`config.mk`:
```
export PLATFORM = sky130hd
export DESIGN_NAME = integer_to_ascii_formatter_flat
export DESIGN_NICKNAME = d
export VERILOG_FILES = /design/src/hdl/iaf_pkg.sv /design/src/hdl/iaf_if.sv /design/src/hdl/iaf_conv.sv /design/src/hdl/iaf_emit.sv /design/src/hdl/integer_to_ascii_formatter.sv /design/src/flat_wrapper.sv
export SDC_FILE = /design/constraint.sdc
export NUM_CORES = 1
export LEC_CHECK = 0
export ABC_AREA = 1
export BUFFER_PORTS_ARGS = -buffer_cell sky130_fd_sc_hd__buf_4
export CAP_MARGIN = 20
export CORE_UTILIZATION = 55
export CTS_BUF_LIST = sky130_fd_sc_hd__clkbuf_4 sky130_fd_sc_hd__clkbuf_8
export DETAILED_ROUTE_END_ITERATION = 8
export GPL_ROUTABILITY_DRIVEN = 0
export MAX_ROUTING_LAYER = met4
export PLACE_DENSITY = 0.7
export SLEW_MARGIN = 5
export SYNTH_ARGS = -nofsm -noshare
export SYNTH_HDL_FRONTEND = slang
export SYNTH_SLANG_ARGS = --single-unit
```
`constraint.sdc`:
```
create_clock -name clk -period 3.9 [get_ports clk]
set_input_delay 0.195 -clock clk [delete_from_list [all_inputs] [get_ports clk]]
set_output_delay 0.195 -clock clk [all_outputs]
set_load 0.01 [all_outputs]
```
`src/hdl/iaf_pkg.sv`:
```
`default_nettype none

package iaf_pkg;

	localparam int VALUE_BITS = 32;
	localparam int DIGITS     = 11;
	localparam int STORE_BITS = 4 * DIGITS;
	localparam int WIDTH_BITS = 7;

	localparam logic [1:0] OP_DEC = 2'd0;
	localparam logic [1:0] OP_HEX = 2'd1;
	localparam logic [1:0] OP_OCT = 2'd2;

	localparam logic [7:0] CH_MINUS = 8'h2D;
	localparam logic [7:0] CH_SPACE = 8'h20;
	localparam logic [7:0] CH_ZERO  = 8'h30;
	localparam logic [7:0] CH_ALPHA = 8'h41;

	typedef struct packed {
		logic [VALUE_BITS-1:0] value;
		logic [1:0]            operation;
		logic [WIDTH_BITS-1:0] width;
		logic                  left_adjust;
		logic                  zero_pad;
	} iaf_item_t;

	typedef struct packed {
		logic [STORE_BITS-1:0] digits;
		logic [3:0]            count;
		logic                  neg;
		logic [WIDTH_BITS-1:0] width;
		logic                  left_adjust;
		logic                  zero_pad;
	} iaf_conv_t;

	function automatic logic [7:0] digit_char(input logic [3:0] d);
		logic [7:0] c;
		if (d < 4'd10)
			c = CH_ZERO + {4'b0, d};
		else
			c = CH_ALPHA + {4'b0, d} - 8'd10;
		return c;
	endfunction

endpackage

`default_nettype wire

```
`src/hdl/iaf_if.sv`:
```
`default_nettype none

interface iaf_in_if;
	logic        valid;
	logic        ready;
	logic [31:0] value;
	logic [1:0]  operation;
	logic [5:0]  field_width;
	logic        left_adjust;
	logic        zero_pad;

	modport source (output valid, value, operation, field_width, left_adjust, zero_pad,
		input ready);
	modport sink (input valid, value, operation, field_width, left_adjust, zero_pad,
		output ready);
endinterface

interface iaf_out_if;
	logic       valid;
	logic       ready;
	logic [7:0] character;
	logic       last;

	modport source (output valid, character, last, input ready);
	modport sink (input valid, character, last, output ready);
endinterface

`default_nettype wire

```
`src/hdl/iaf_conv.sv`:
```
`default_nettype none

module iaf_conv import iaf_pkg::*; (
	input  logic      clk,
	input  logic      arst_n,
	input  logic      start,
	input  iaf_item_t item,
	output logic      ready,
	output logic      res_valid,
	input  logic      res_take,
	output iaf_conv_t res
);

	localparam logic [1:0] ST_IDLE = 2'd0;
	localparam logic [1:0] ST_DAB  = 2'd1;
	localparam logic [1:0] ST_NORM = 2'd2;
	localparam logic [1:0] ST_DONE = 2'd3;

	logic [1:0]            state_q;
	logic [4:0]            step_q;
	logic [3:0]            count_q;
	logic [VALUE_BITS-1:0] mag_q;
	logic [STORE_BITS-1:0] digits_q;
	logic                  neg_q;
	logic [WIDTH_BITS-1:0] width_q;
	logic                  ladj_q;
	logic                  zpad_q;

	logic                  neg_in;
	logic [VALUE_BITS-1:0] mag_in;
	logic [STORE_BITS-1:0] adj;
	logic [STORE_BITS-1:0] oct_digits;
	logic [3*DIGITS-1:0]   value_ext;
	logic                  norm_shift;

	assign neg_in     = (item.operation == OP_DEC) && item.value[VALUE_BITS-1];
	assign mag_in     = neg_in ? (~item.value + VALUE_BITS'(1)) : item.value;
	assign value_ext  = {{(3*DIGITS-VALUE_BITS){1'b0}}, item.value};
	assign norm_shift = (count_q > 4'd1) && (digits_q[STORE_BITS-1 -: 4] == 4'd0);

	always_comb begin
		for (int i = 0; i < DIGITS; i++) begin
			adj[4*i +: 4] = (digits_q[4*i +: 4] >= 4'd5) ?
				(digits_q[4*i +: 4] + 4'd3) : digits_q[4*i +: 4];
			oct_digits[4*i +: 4] = {1'b0, value_ext[3*i +: 3]};
		end
	end

	always_ff @(posedge clk or negedge arst_n) begin
		if (!arst_n) begin
			state_q <= ST_IDLE;
			step_q  <= '0;
			count_q <= '0;
		end else begin
			unique case (state_q)
				ST_IDLE: begin
					if (start) begin
						count_q <= 4'(DIGITS);
						step_q  <= 5'(VALUE_BITS - 1);
						state_q <= (item.operation == OP_DEC) ? ST_DAB : ST_NORM;
					end
				end
				ST_DAB: begin
					step_q <= step_q - 5'd1;
					if (step_q == 5'd0)
						state_q <= ST_NORM;
				end
				ST_NORM: begin
					if (norm_shift)
						count_q <= count_q - 4'd1;
					else
						state_q <= ST_DONE;
				end
				ST_DONE: begin
					if (res_take)
						state_q <= ST_IDLE;
				end
				default: state_q <= ST_IDLE;
			endcase
		end
	end

	always_ff @(posedge clk) begin
		if (state_q == ST_IDLE && start) begin
			neg_q   <= neg_in;
			width_q <= item.width;
			ladj_q  <= item.left_adjust;
			zpad_q  <= item.zero_pad;
			mag_q   <= mag_in;
			if (item.operation == OP_DEC)
				digits_q <= '0;
			else if (item.operation == OP_OCT)
				digits_q <= oct_digits;
			else
				digits_q <= {{(STORE_BITS-VALUE_BITS){1'b0}}, item.value};
		end else if (state_q == ST_DAB) begin
			digits_q <= {adj[STORE_BITS-2:0], mag_q[VALUE_BITS-1]};
			mag_q    <= {mag_q[VALUE_BITS-2:0], 1'b0};
		end else if (state_q == ST_NORM && norm_shift) begin
			digits_q <= {digits_q[STORE_BITS-5:0], 4'd0};
		end
	end

	assign ready     = (state_q == ST_IDLE);
	assign res_valid = (state_q == ST_DONE);
	assign res       = '{digits: digits_q, count: count_q, neg: neg_q, width: width_q,
		left_adjust: ladj_q, zero_pad: zpad_q};

endmodule

`default_nettype wire

```
`src/hdl/iaf_emit.sv`:
```
`default_nettype none

module iaf_emit import iaf_pkg::*; (
	input  logic      clk,
	input  logic      arst_n,
	input  logic      start,
	input  iaf_conv_t src,
	output logic      idle,
	iaf_out_if.source out_ch
);

	logic [WIDTH_BITS-1:0] tot_q;
	logic [WIDTH_BITS-1:0] fill_q;
	logic [3:0]            dig_q;
	logic                  sign_q;
	logic [STORE_BITS-1:0] digits_q;
	logic                  ladj_q;
	logic                  zpad_q;
	logic                  out_valid_q;
	logic [7:0]            char_q;
	logic                  last_q;

	logic [WIDTH_BITS-1:0] tlen;
	logic [WIDTH_BITS-1:0] tot_in;
	logic                  advance;
	logic [7:0]            fill_ch;
	logic [7:0]            next_ch;
	logic                  take_fill;
	logic                  take_sign;
	logic                  take_dig;

	assign tlen    = {{(WIDTH_BITS-4){1'b0}}, src.count} + {{(WIDTH_BITS-1){1'b0}}, src.neg};
	assign tot_in  = (src.width > tlen) ? src.width : tlen;
	assign idle    = (tot_q == '0);
	assign advance = !idle && (!out_valid_q || out_ch.ready);
	assign fill_ch = zpad_q ? CH_ZERO : CH_SPACE;

	always_comb begin
		take_fill = 1'b0;
		take_sign = 1'b0;
		take_dig  = 1'b0;
		next_ch   = fill_ch;
		priority if (!ladj_q && fill_q != '0) begin
			take_fill = 1'b1;
		end else if (sign_q) begin
			take_sign = 1'b1;
			next_ch   = CH_MINUS;
		end else if (dig_q != 4'd0) begin
			take_dig = 1'b1;
			next_ch  = digit_char(digits_q[STORE_BITS-1 -: 4]);
		end else begin
			take_fill = 1'b1;
		end
	end

	always_ff @(posedge clk or negedge arst_n) begin
		if (!arst_n) begin
			tot_q       <= '0;
			fill_q      <= '0;
			dig_q       <= '0;
			sign_q      <= 1'b0;
			out_valid_q <= 1'b0;
		end else begin
			if (start && idle) begin
				tot_q  <= tot_in;
				fill_q <= tot_in - tlen;
				dig_q  <= src.count;
				sign_q <= src.neg;
			end else if (advance) begin
				tot_q <= tot_q - WIDTH_BITS'(1);
				if (take_fill)
					fill_q <= fill_q - WIDTH_BITS'(1);
				if (take_sign)
					sign_q <= 1'b0;
				if (take_dig)
					dig_q <= dig_q - 4'd1;
			end
			if (advance)
				out_valid_q <= 1'b1;
			else if (out_ch.ready)
				out_valid_q <= 1'b0;
		end
	end

	always_ff @(posedge clk) begin
		if (start && idle) begin
			digits_q <= src.digits;
			ladj_q   <= src.left_adjust;
			zpad_q   <= src.zero_pad;
		end else if (advance && take_dig) begin
			digits_q <= {digits_q[STORE_BITS-5:0], 4'd0};
		end
		if (advance) begin
			char_q <= next_ch;
			last_q <= (tot_q == {{(WIDTH_BITS-1){1'b0}}, 1'b1});
		end
	end

	assign out_ch.valid     = out_valid_q;
	assign out_ch.character = char_q;
	assign out_ch.last      = last_q;

endmodule

`default_nettype wire

```
`src/hdl/integer_to_ascii_formatter.sv`:
```
// Integer to ASCII field formatter.
// Input channel in_ch carries a 32-bit word, a radix mode (signed decimal,
// hex, octal), a field width, a left-adjust flag and a zero-pad flag. Output
// channel out_ch returns the field one character per item, with last set on
// the final character. Both channels complete an item when valid and ready
// are high at a rising clock edge.
// Conversion: decimal runs a shift-add-3 unit one bit per cycle, hex and
// octal load their digits at once; a leading-zero strip then drops one
// digit per cycle (up to 10 digits). Once the conversion ends and the
// sender is idle, the result is handed to the sender, which registers
// each character before out_ch offers it. Characters then leave at one
// per cycle while the receiver is ready, and the next item converts
// while the previous field is still being sent.
// in_ch.ready is high only while the converter is free.
// Reset clears all control state; no item is in flight after reset.
// A stalled receiver holds the current character and freezes the sender;
// a finished conversion waits until the sender drains.
`default_nettype none

module integer_to_ascii_formatter import iaf_pkg::*; #(
	parameter int MAX_WIDTH = 32
) (
	input  logic      clk,
	input  logic      arst_n,
	iaf_in_if.sink    in_ch,
	iaf_out_if.source out_ch
);

	localparam logic [WIDTH_BITS-1:0] MAX_W = WIDTH_BITS'(MAX_WIDTH);

	iaf_item_t             item;
	iaf_conv_t             conv_res;
	logic [WIDTH_BITS-1:0] width_in;
	logic                  conv_ready;
	logic                  conv_valid;
	logic                  emit_idle;
	logic                  hand_off;

	assign width_in = ({1'b0, in_ch.field_width} > MAX_W) ? MAX_W : {1'b0, in_ch.field_width};
	assign item     = '{value: in_ch.value, operation: in_ch.operation, width: width_in,
		left_adjust: in_ch.left_adjust, zero_pad: in_ch.zero_pad};
	assign hand_off = conv_valid && emit_idle;

	iaf_conv u_conv (
		.clk       (clk),
		.arst_n    (arst_n),
		.start     (in_ch.valid),
		.item      (item),
		.ready     (conv_ready),
		.res_valid (conv_valid),
		.res_take  (hand_off),
		.res       (conv_res)
	);

	iaf_emit u_emit (
		.clk    (clk),
		.arst_n (arst_n),
		.start  (hand_off),
		.src    (conv_res),
		.idle   (emit_idle),
		.out_ch (out_ch)
	);

	assign in_ch.ready = conv_ready;

endmodule

`default_nettype wire

```
`src/flat_wrapper.sv`:
```
// flat-port wrapper written by rule: the top's interface ports become plain ports
module integer_to_ascii_formatter_flat import iaf_pkg::*;
#(
	parameter int MAX_WIDTH = 32
)
  (clk, arst_n, in_ch_valid, in_ch_value, in_ch_operation, in_ch_field_width, in_ch_left_adjust, in_ch_zero_pad, in_ch_ready, out_ch_valid, out_ch_character, out_ch_last, out_ch_ready);
  iaf_in_if in_ch_i ();
  iaf_out_if out_ch_i ();
  input  logic clk;
  input  logic arst_n;
  input wire logic [$bits(in_ch_i.valid)-1:0] in_ch_valid;
  input wire logic [$bits(in_ch_i.value)-1:0] in_ch_value;
  input wire logic [$bits(in_ch_i.operation)-1:0] in_ch_operation;
  input wire logic [$bits(in_ch_i.field_width)-1:0] in_ch_field_width;
  input wire logic [$bits(in_ch_i.left_adjust)-1:0] in_ch_left_adjust;
  input wire logic [$bits(in_ch_i.zero_pad)-1:0] in_ch_zero_pad;
  output wire logic [$bits(in_ch_i.ready)-1:0] in_ch_ready;
  output wire logic [$bits(out_ch_i.valid)-1:0] out_ch_valid;
  output wire logic [$bits(out_ch_i.character)-1:0] out_ch_character;
  output wire logic [$bits(out_ch_i.last)-1:0] out_ch_last;
  input wire logic [$bits(out_ch_i.ready)-1:0] out_ch_ready;
  assign in_ch_i.valid = in_ch_valid;
  assign in_ch_i.value = in_ch_value;
  assign in_ch_i.operation = in_ch_operation;
  assign in_ch_i.field_width = in_ch_field_width;
  assign in_ch_i.left_adjust = in_ch_left_adjust;
  assign in_ch_i.zero_pad = in_ch_zero_pad;
  assign in_ch_ready = in_ch_i.ready;
  assign out_ch_valid = out_ch_i.valid;
  assign out_ch_character = out_ch_i.character;
  assign out_ch_last = out_ch_i.last;
  assign out_ch_i.ready = out_ch_ready;
  integer_to_ascii_formatter #(.MAX_WIDTH(MAX_WIDTH)) u_core (.clk(clk), .arst_n(arst_n), .in_ch(in_ch_i), .out_ch(out_ch_i));
endmodule
```
Yosys cells after proc, flatten, opt, wreduce, memory -nomap -nowiden. Index checks and enable logic that the tools add are counted.

Input port bits: 46. Output and inout bits: 11. Register bits: 172.

Mux-type cells: 59. Add/subtract/negate cells: 22. Equality and inequality tests: 10. Reductions and logical operators: 36. Magnitude comparators: 15. Bitwise operators: 1.

Operators by type and width (count): 44-bit 2-to-1 mux (5); 32-bit 2-to-1 mux (3); 42-bit 2-to-1 mux (2); 4-bit 2-to-1 mux (15); 4-bit by 3-bit greater-or-equal comparator with 1-bit output, second input constant (11); 7-bit 2-to-1 mux (6); 4-bit by 2-bit adder with 4-bit output, second input constant (10); 32-bit by 1-bit adder with 32-bit output, second input constant (1); 8-bit 2-to-1 mux (4); 32-bit inverter (1); 2-bit nonzero test (9); 7-bit by 1-bit subtractor with 7-bit output, second input constant (2); 1-bit 2-to-1 mux (13); 2-bit 2-to-1 mux (5); 5-bit 2-to-1 mux (2); 2-bit inequality test, second input constant (5); 5-bit one-hot mux with 2 select lines (1); 1-bit logical AND (9); 7-bit by 4-bit adder with 8-bit output, first input constant (1); 2-bit one-hot mux with 4 select lines (1); 4-bit one-hot mux with 2 select lines (1); 2-bit AND reduction (4); 4-bit by 1-bit subtractor with 4-bit output, second input constant (2); 8-bit by 4-bit subtractor with 8-bit output, second input constant (1); 24 further kinds (29).

Longest topological paths before layout. Gate-level depths: netlist of the first run.

Depth after elaboration: 7. Depth in mapped cells: 26. Mapped depth without buffers: 26.

By module. From an unflattened synthesis of the first run, not the netlist that was laid out.

Cell total of the unflattened synthesis: 1297. Area, all modules: 10700.3 um2.

Modules (own cells, without submodules): iaf_conv (area an instance 6571.3 um2, cells each 820, instances 1); iaf_emit (area an instance 4060.1 um2, cells each 460, instances 1); integer_to_ascii_formatter (area an instance 68.8 um2, cells each 17, instances 1).

Worst setup path after synthesis of the first run. No wires, ideal clock.

Kind: flip-flop to flip-flop. From: register u_core.u_conv.count_q[0]. To: register u_core.u_emit.fill_q[4]. Cell stages (with the launch flop): 21. Path buffers: 0. Data required time: 3.778 ns. Setup time: 0.122 ns. Path slack: 0.878 ns. Clock period less this slack: 3.022 ns. Arrival: 2.901 ns. Cell sequence: dfrtp_1 > ha_1 > ha_1 > nand3_1 > ha_1 > inv_1 > nor2_1 > nand2_1 > nor2_4 > nand2_2 > nand2_4 > nand2_4 > nor2_1 > a21oi_2 > ha_1 > fa_1 > nand3b_1 > nand2_1 > nand2_1 > nand3_1 > a21oi_2.

Cells in the longest elaborated chain, start to end: 5.

RTL lines: start, declared (RTL line iaf_conv.sv:21) `logic [3:0] count_q;`; start signal, assigned (RTL line iaf_conv.sv:58) `count_q <= 4'(DIGITS);`; start signal, assigned (RTL line iaf_conv.sv:70) `count_q <= count_q - 4'd1;`; 4-bit by 1-bit adder with 5-bit output (*) (RTL line iaf_emit.sv:32) `assign tlen = {{(WIDTH_BITS-4){1'b0}}, src.count} + {{(WIDTH_BITS-1){1'b0}}, src.neg};`; 7-bit > comparator (RTL line iaf_emit.sv:33) `assign tot_in = (src.width > tlen) ? src.width : tlen;`; 7-bit 2-to-1 mux (RTL line iaf_emit.sv:33); 7-bit subtractor (*) (RTL line iaf_emit.sv:66) `fill_q <= tot_in - tlen;`; 7-bit 2-to-1 mux (*) (RTL line iaf_emit.sv:64) `if (start && idle) begin`; end signal, assigned (RTL line iaf_emit.sv:66); end signal, assigned (RTL line iaf_emit.sv:72) `fill_q <= fill_q - WIDTH_BITS'(1);`; end, declared (RTL line iaf_emit.sv:13) `logic [WIDTH_BITS-1:0] fill_q;`.

Every way passes the cells marked *; elsewhere a longest branch is shown, timed or not. A chain may end at the register's enable or synchronous reset.

Final worst setup path of the first run. Ends and elaborated chain as after synthesis.

==> results of run 1 <==
cell families (layout without fill, tap and decap cells):
logic type / after synthesis / after routing
xor+xnor: 44 / 44
fa+ha+maj: 49 / 49
simple gates: 401 / 401
other cells: 1 / 1
flops: 170 / 170
buf+inv: 214 / 281
compound gates: 286 / 286
per-layer routing:
layer  global-route usage  vias up  part of all wire
met5                    -        -                 0
met4              0.09474        0             0.020
met3              0.04144       37             0.064
met2               0.4293      291              0.48
met1               0.3507     3950              0.44
li1                     -     4105                 -
sequential cells by signal, indices dropped and copies added (netlist names), 2 cells and up:
name,cells
u_core.u_conv.count_q,4
u_core.u_conv.digits_q,44
u_core.u_conv.mag_q,32
u_core.u_conv.state_q,2
u_core.u_conv.step_q,5
u_core.u_conv.width_q,6
u_core.u_emit.dig_q,4
u_core.u_emit.digits_q,44
u_core.u_emit.fill_q,7
u_core.u_emit.out_ch.character,7
u_core.u_emit.tot_q,7
area by class of cell:
type	count	area, sq um	area share
multi-input combinational	781	4511	0.3939
sequential	170	4950	0.4322
inverter	174	653.1	0.05703
clock buffer	21	270.3	0.02360
timing repair buffer	75	588.1	0.05135
tap	229	286.5	0.02502
clock inverter	11	193.9	0.01693
metrics by stage:
stage | std cells | util | cell area [sq um] | power, mW
2_1_floorplan | 1165 | - | 10280 | 5.711
3_3_place_gp | 1424 | 0.6027 | 10940 | 6.570
3_5_place_dp | 1424 | 0.6027 | 10940 | 6.664
4_1_cts | 1461 | 0.6311 | 11450 | 8.141
5_1_grt | 1461 | 0.6311 | 11450 | 8.746
6_report | 1461 | 0.6311 | 11450 | 8.138
cells in the final DEF, fill, tap and decap left out, types with 4 or more instances in the layout:
cell type        n
nor3_1          10
nand3_1         51
clkbuf_8        18
nand2_2         11
dfrtp_1         31
a21oi_2          6
o21ai_2          4
o22ai_1         24
o221ai_1        19
a221o_1          4
nand2_4          6
nor2_2           4
a31oi_1          9
a21oi_1         51
xnor2_1          7
buf_4           69
nand2_1        189
nand4_1         20
o211ai_1         9
clkinv_1         4
nor2_1          95
dlygate4sd3_1    5
inv_1          164
o21ai_0        131
o21ai_1         12
xor2_1          37
inv_2            6
edfxtp_1       139
ha_1            48
bufinv_16        5
worst max-delay path by stage:
stage	slack, ns	end	startpoint
after global placement	0.70	u_core.u_emit.fill_q[4]$_DFFE_PN0P_	u_core.u_conv.count_q[0]$_DFFE_PN0P_
after CTS	0.64	u_core.u_emit.fill_q[4]$_DFFE_PN0P_	u_core.u_conv.count_q[0]$_DFFE_PN0P_
after floorplan	0.88	u_core.u_emit.fill_q[4]$_DFFE_PN0P_	u_core.u_conv.count_q[0]$_DFFE_PN0P_
after detailed placement	0.66	u_core.u_emit.fill_q[4]$_DFFE_PN0P_	u_core.u_conv.count_q[0]$_DFFE_PN0P_
final	0.64	u_core.u_emit.fill_q[4]$_DFFE_PN0P_	u_core.u_conv.count_q[0]$_DFFE_PN0P_
after global routing	0.39	u_core.u_emit.fill_q[6]$_DFFE_PN0P_	u_core.u_conv.count_q[0]$_DFFE_PN0P_
power breakdown:
group / internal [mW] / switching (mW)
clock: 0.804 / 0.658
combinational: 1.20 / 2.27
sequential: 2.86 / 0.347
total: 4.86 / 3.27
critical path: stages (launching register included):
cell and delay (ns):
dfrtp_1 0.42, ha_1 0.17, ha_1 0.18, nand3_1 0.15, ha_1 0.35, inv_1 0.04
nor2_1 0.08, nand2_1 0.09, nor2_4 0.13, nand2_2 0.08, nand2_4 0.09, nand2_4 0.10
nor2_1 0.13, a21oi_2 0.05, ha_1 0.22, fa_1 0.41, nand3b_1 0.19, nand2_1 0.08
nand2_1 0.06, nand3_1 0.08, a21oi_2 0.05
timing repair:
action	CTS	global route
hold buffers	5	0
resized for setup	0	0
endpoints found under the hold margin	36	0
==> out/summary.txt, run 1 <==
status -> finished, violations left
failing checks -> design-rule violations
final hold vios -> 0
Post-Synth XOR/XNOR Area -> 0.03749
largest net degree at the start of global routing -> 65
drt first pass iters -> 8
r2r setup slk -> 0.64 ns
layout cells sized above 1 -> 0.1242
diodes inserted -> 0
count of final max-slew check failures -> 0
HP Start -> in_ch_field_width[0]
area leader, netlist -> edfxtp_1
clock sink count -> 170
number of global-route vias before repair -> 7787
VDD IR-drop max -> 327.9 uV
Starting Density -> 0.5664
CTS tree -> done
port buffer count -> 55
post-synthesis compound-gate area fraction -> 0.1646
Max Cap Violations -> 0
Worst-Skew Late Latency -> 0.48 ns
initial DRC count -> 844
H-tree depth -> 4
Critical Path End Type -> flip-flop
CTS Root Cell -> clkbuf_8
top-count cell post-synth -> nand2_1
RR Startpoint -> u_core.u_conv.count_q[0]$_DFFE_PN0P_
sequential share of the synthesized area -> 0.4816
clock slew at reported path FFs -> 0.09 ns
CTS Buf Count -> 17
Final HPWL DP -> 17590 um
startpoint types -> flip-flop
Mapped Area -> 10280 sq um
Post-synth EDFFs -> 139
row count -> 49
commonest cells in the synthesized netlist -> nand2_1, inv_1, edfxtp_1, o21ai_0, nor2_1
initial antenna violation count -> 0
synthesis-stage register bit count -> 170
via/cell ratio -> 5.738
Reg2Reg Capture Point -> u_core.u_emit.fill_q[4]$_DFFE_PN0P_
Static Leakage -> 4.922 nW
yosys warns -> 0
routed wire length -> 24420 um
Routed Antenna Nets -> 0
Place WS -> 0.6645 ns
critical path class -> reg -> reg
crit share post-route -> 0.8351
multiplexer share of the synthesized area -> 0
Synth cell types -> 53
Mapped Nets -> 1260
Horiz. Die Dim -> 138.7 um
critical path arrival -> 3.62 ns
Setup TNS -> 0 ns
Die Area -> 19240 sq um
async set-or-reset flop fraction in the synthesized netlist -> 0.1824
crit path max fanout -> 10
Layout area overhead -> 11.42%
top_reg_cell synth -> edfxtp_1
GRT Residual Overflow -> 0
Max transition margin -> 0.5228
PD cells -> 710.6 nW/um^2
required time worst endpoint -> 4.26 ns
largest family of logic cells by synthesized area -> simple AND/OR/NAND/NOR gates
Hold Path Class -> in -> reg
R2R depth -> 20
layout filler cell count -> 1629
hold endpoint -> u_core.u_conv.width_q[0]$_SDFFCE_PN0P_
vias -> 8383
Post-Synth Simple-Gate Area -> 0.1755
layout net count -> 1314
Hold Path Depth -> 3
Tot GR Track Use -> 0.2691
post-layout minimum cycle time -> 3.257 ns
RSZ-0062 raised after global routing -> no
first-pass GRT wire length -> 39340 um
postcts setup bufs -> 0
Hold WS -> 0.03617 ns
top cell type's share of synthesized area -> 0.4061
worst slew pin tran -> 0.7141 ns
Layout Skew -> 0.01027 ns
fmax -> 307.1 MHz
routed len/inst -> 16.71 um
top cells by area, synth -> edfxtp_1, dfrtp_1, nand2_1, o21ai_0, inv_1
setup ws final -> 0.6432 ns
core area -> 18150 sq um
DIE HEIGHT -> 138.7 um
Syn Area/Cell -> 8.823 sq um
Adder-Cell Fraction of Synth Area -> 0.06038
Mapped Cells -> 1165
# setup viols final -> 0
DRC -> 10
CTS max path bufs -> 2
# IOs -> 57
No activity file was read; power rests on OpenSTA's default activity.
==> run 2: changes to the inputs <==
- PLACE_DENSITY: 0.7 -> 0.73
- clock period: 3.9 -> 2.8 ns (I/O delays scaled with it)
==> out/summary.txt, run 2 (same netlist as run 1, synthesis figures left out) <==
status -> finished, violations left
failing checks -> design-rule violations, negative setup slack
ordered cell list for the critical path -> ha_2 -> ha_4 -> nand3_4 -> ha_4 -> inv_2 -> nor2_1 -> nand2_1 -> nor2_4 -> nand2_2 -> nand2_4 -> nand2_8 -> nor2_4 -> a21oi_4 -> ha_4 -> fa_2 -> nand3b_1 -> nand2_1 -> nand2_2 -> nand3_1 -> a21oi_2
Hold Path Depth -> 3 (unchanged)
crit path max fanout -> 6 (-4)
vias -> 8655 (+3.2%)
post-layout minimum cycle time -> 2.949 ns (-0.3075 ns)
Horiz. Die Dim -> 138.7 um (unchanged)
via/cell ratio -> 5.758 (+0.36%)
largest net degree at the start of global routing -> 97 (+49%)
startpoint types -> flip-flop
sequential share of power -> 0.372 (-0.023)
required time worst endpoint -> 3.16 ns (-1.10 ns)
Layout Skew -> 0.01180 ns (+0.001534 ns)
sw power -> 4.772 mW (+46%)
diodes inserted -> 0 (unchanged)
RR Startpoint -> u_core.u_conv.neg_q$_DFFE_PP_
R2R depth -> 20 (unchanged)
DRC -> 6 (-4)
leading cell type in the layout, fill and taps excluded -> nand2_1
Most common cell on crit path -> ha_4
Sw Ratio -> 0.3957 (-0.006427)
count of final max-slew check failures -> 0 (unchanged)
hold endpoint -> u_core.u_conv.digits_q[17]$_DFFE_PP_
share of power burned in combinational logic -> 0.449 (+0.023)
VDD IR-drop max -> 467.5 uV (+43%)
crit share post-route -> 1.053 (+0.2182)
CP delay by family, top -> simple AND/OR/NAND/NOR gates
GRT Residual Overflow -> 0 (unchanged)
Non-Filler Instances -> 1503 (+2.9%)
layout net count -> 1356 (+3.2%)
Setup TNS -> -0.6716 ns (-0.6716 ns)
CP startpoint -> u_core.u_conv.neg_q$_DFFE_PP_
row count -> 49 (unchanged)
Max Cap Violations -> 0 (unchanged)
slowest CP cell -> edfxtp_1
number of global-route vias before repair -> 8313 (+6.8%)
Max transition margin -> 0.6387 (+0.1160)
placed cell count -> 1447 (+1.6%)
CTS tree -> done
fmax -> 339.1 MHz (+10%)
commonest non-fill, non-tap cells in the layout -> nand2_1, inv_1, edfxtp_1, o21ai_0, buf_4
# setup viols final -> 7 (+7)
clock sink count -> 170 (unchanged)
port buffer count -> 55 (unchanged)
Tot GR Track Use -> 0.2797 (+0.01061)
first-pass GRT wire length -> 41380 um (+5.2%)
critical path arrival -> 3.31 ns (-0.31 ns)
H-tree depth -> 4 (unchanged)
worst slew pin tran -> 0.5419 ns (-0.1722 ns)
Worst-Skew Late Latency -> 0.46 ns (-0.02 ns)
setup ws final -> -0.1493 ns (-0.7925 ns)
Place WS -> -0.1210 ns (-0.7855 ns)
core area -> 18150 sq um (unchanged)
Starting Density -> 0.5664 (unchanged)
Clock power frac -> 0.179 (about the same)
Critical Path End Type -> flip-flop
CTS Root Cell -> clkbuf_8
DIE HEIGHT -> 138.7 um (unchanged)
initial antenna violation count -> 0 (unchanged)
layout cells sized above 1 -> 0.1633 (+0.03908)
critical path class -> reg -> reg
top flop regs -> u_core.u_conv.digits_q: 44 flops, u_core.u_emit.digits_q: 44 flops, u_core.u_conv.mag_q: 32 flops
Routed Antenna Nets -> 0 (unchanged)
Power Internal -> 7.286 mW (+50%)
Reg2Reg Capture Point -> u_core.u_emit.fill_q[4]$_DFFE_PN0P_
Die Area -> 19240 sq um (unchanged)
HP Start -> in_ch_value[17]
Static Leakage -> 5.143 nW (+4.5%)
PD cells -> 1003 nW/um^2 (+41%)
# IOs -> 57 (unchanged)
initial DRC count -> 864 (+2.4%)
slowest stage delay, CP -> 0.36 ns (-0.06 ns)
final hold vios -> 0 (unchanged)
routed wire length -> 25460 um (+4.3%)
clock slew at reported path FFs -> 0.09 ns (about the same)
routed len/inst -> 16.94 um (+1.4%)
CTS Buf Count -> 17 (unchanged)
Layout Utilization -> 0.6626 (+0.03151)
Final HPWL DP -> 17670 um (+0.49%)
Layout area overhead -> 16.98%
CTS max path bufs -> 2 (unchanged)
r2r setup slk -> -0.15 ns (-0.79 ns)
drt first pass iters -> 7 (-1)
RSZ-0062 raised after global routing -> yes
Hold Path Class -> in -> reg
WP buf/inv -> 1 (unchanged)
-- run 2: cell count changes in the layout (fill, tap and decap cells not counted), moves of 5 or more --
| cell | change |
|---|---|
| buf_4 | +34 |
| ha_1 | -8 |
| ha_4 | +7 |
| dlygate4sd3_1 | +5 |
-- run 2: area by class of cell --
class | count | area [sq um]
timing repair buffer | 117 | 953.4
clock inverter | 14 | 250.2
multi-input combinational | 781 | 4686
clock buffer | 18 | 241.5
tap | 229 | 286.5
fill | 1480 | 6123
inverter | 174 | 656.9
sequential | 170 | 4950
-- run 2: worst max path at each step --
stage	cells past startpoint	slack (ns)	endpoint
after CTS	20	-0.09	u_core.u_emit.fill_q[6]$_DFFE_PN0P_
after global placement	20	-0.05	u_core.u_emit.fill_q[4]$_DFFE_PN0P_
after detailed placement	21	-0.12	u_core.u_emit.fill_q[6]$_DFFE_PN0P_
after global routing	20	-0.31	u_core.u_emit.fill_q[4]$_DFFE_PN0P_
after floorplan	20	-0.09	u_core.u_emit.fill_q[6]$_DFFE_PN0P_
final	20	-0.15	u_core.u_emit.fill_q[4]$_DFFE_PN0P_
-- run 2: worst reg2reg max path: stages (launching register included) --
cell and delay (ns):
edfxtp_1 0.36, ha_2 0.20, ha_4 0.15, nand3_4 0.09
ha_4 0.28, inv_2 0.02, nor2_1 0.07, nand2_1 0.09
nor2_4 0.16, nand2_2 0.08, nand2_4 0.09, nand2_8 0.08
nor2_4 0.13, a21oi_4 0.05, ha_4 0.17, fa_2 0.34
nand3b_1 0.19, nand2_1 0.11, nand2_2 0.07, nand3_1 0.08
a21oi_2 0.05
-- run 2: timing repair --
item	in CTS	in global routing
cloned	0	0
setup buffers	9	5
resized for setup	4	17
setup endpoints to repair	6	53
pin swaps	14	13
endpoints found under the hold margin	41	0
hold buffers	10	0
-- run 2: stage by stage --
step | hold slack (ns) | total power, mW | cell area [sq um]
after floorplan | -0.1556 | 7.996 | 10330
after global placement | 0.1087 | 9.391 | 11200
after detailed placement | 0.1133 | 9.529 | 11200
after CTS | 0.004664 | 11.80 | 11890
after global routing | 0.01309 | 12.91 | 12020
final | 0.02757 | 12.06 | 12020
-- run 2: power by group through the flow --
| stage | logic [mW] | clock network [mW] | registers [mW] |
|---|---|---|---|
| 2_1_floorplan | 3.57 | 0 | 4.43 |
| 3_3_place_gp | 4.90 | 0 | 4.49 |
| 3_5_place_dp | 5.01 | 0 | 4.52 |
| 4_1_cts | 5.15 | 2.18 | 4.47 |
| 5_1_grt | 6.06 | 2.27 | 4.58 |
| 6_report | 5.41 | 2.16 | 4.48 |
-- run 2: per-layer routing --
metal  vias up  part of all wire  track usage
met4         0             0.014      0.07544
met5         -                 0            -
met2       337              0.49       0.4587
met3        37             0.070      0.04213
met1      4082              0.43       0.3632
li1       4199                 -            -
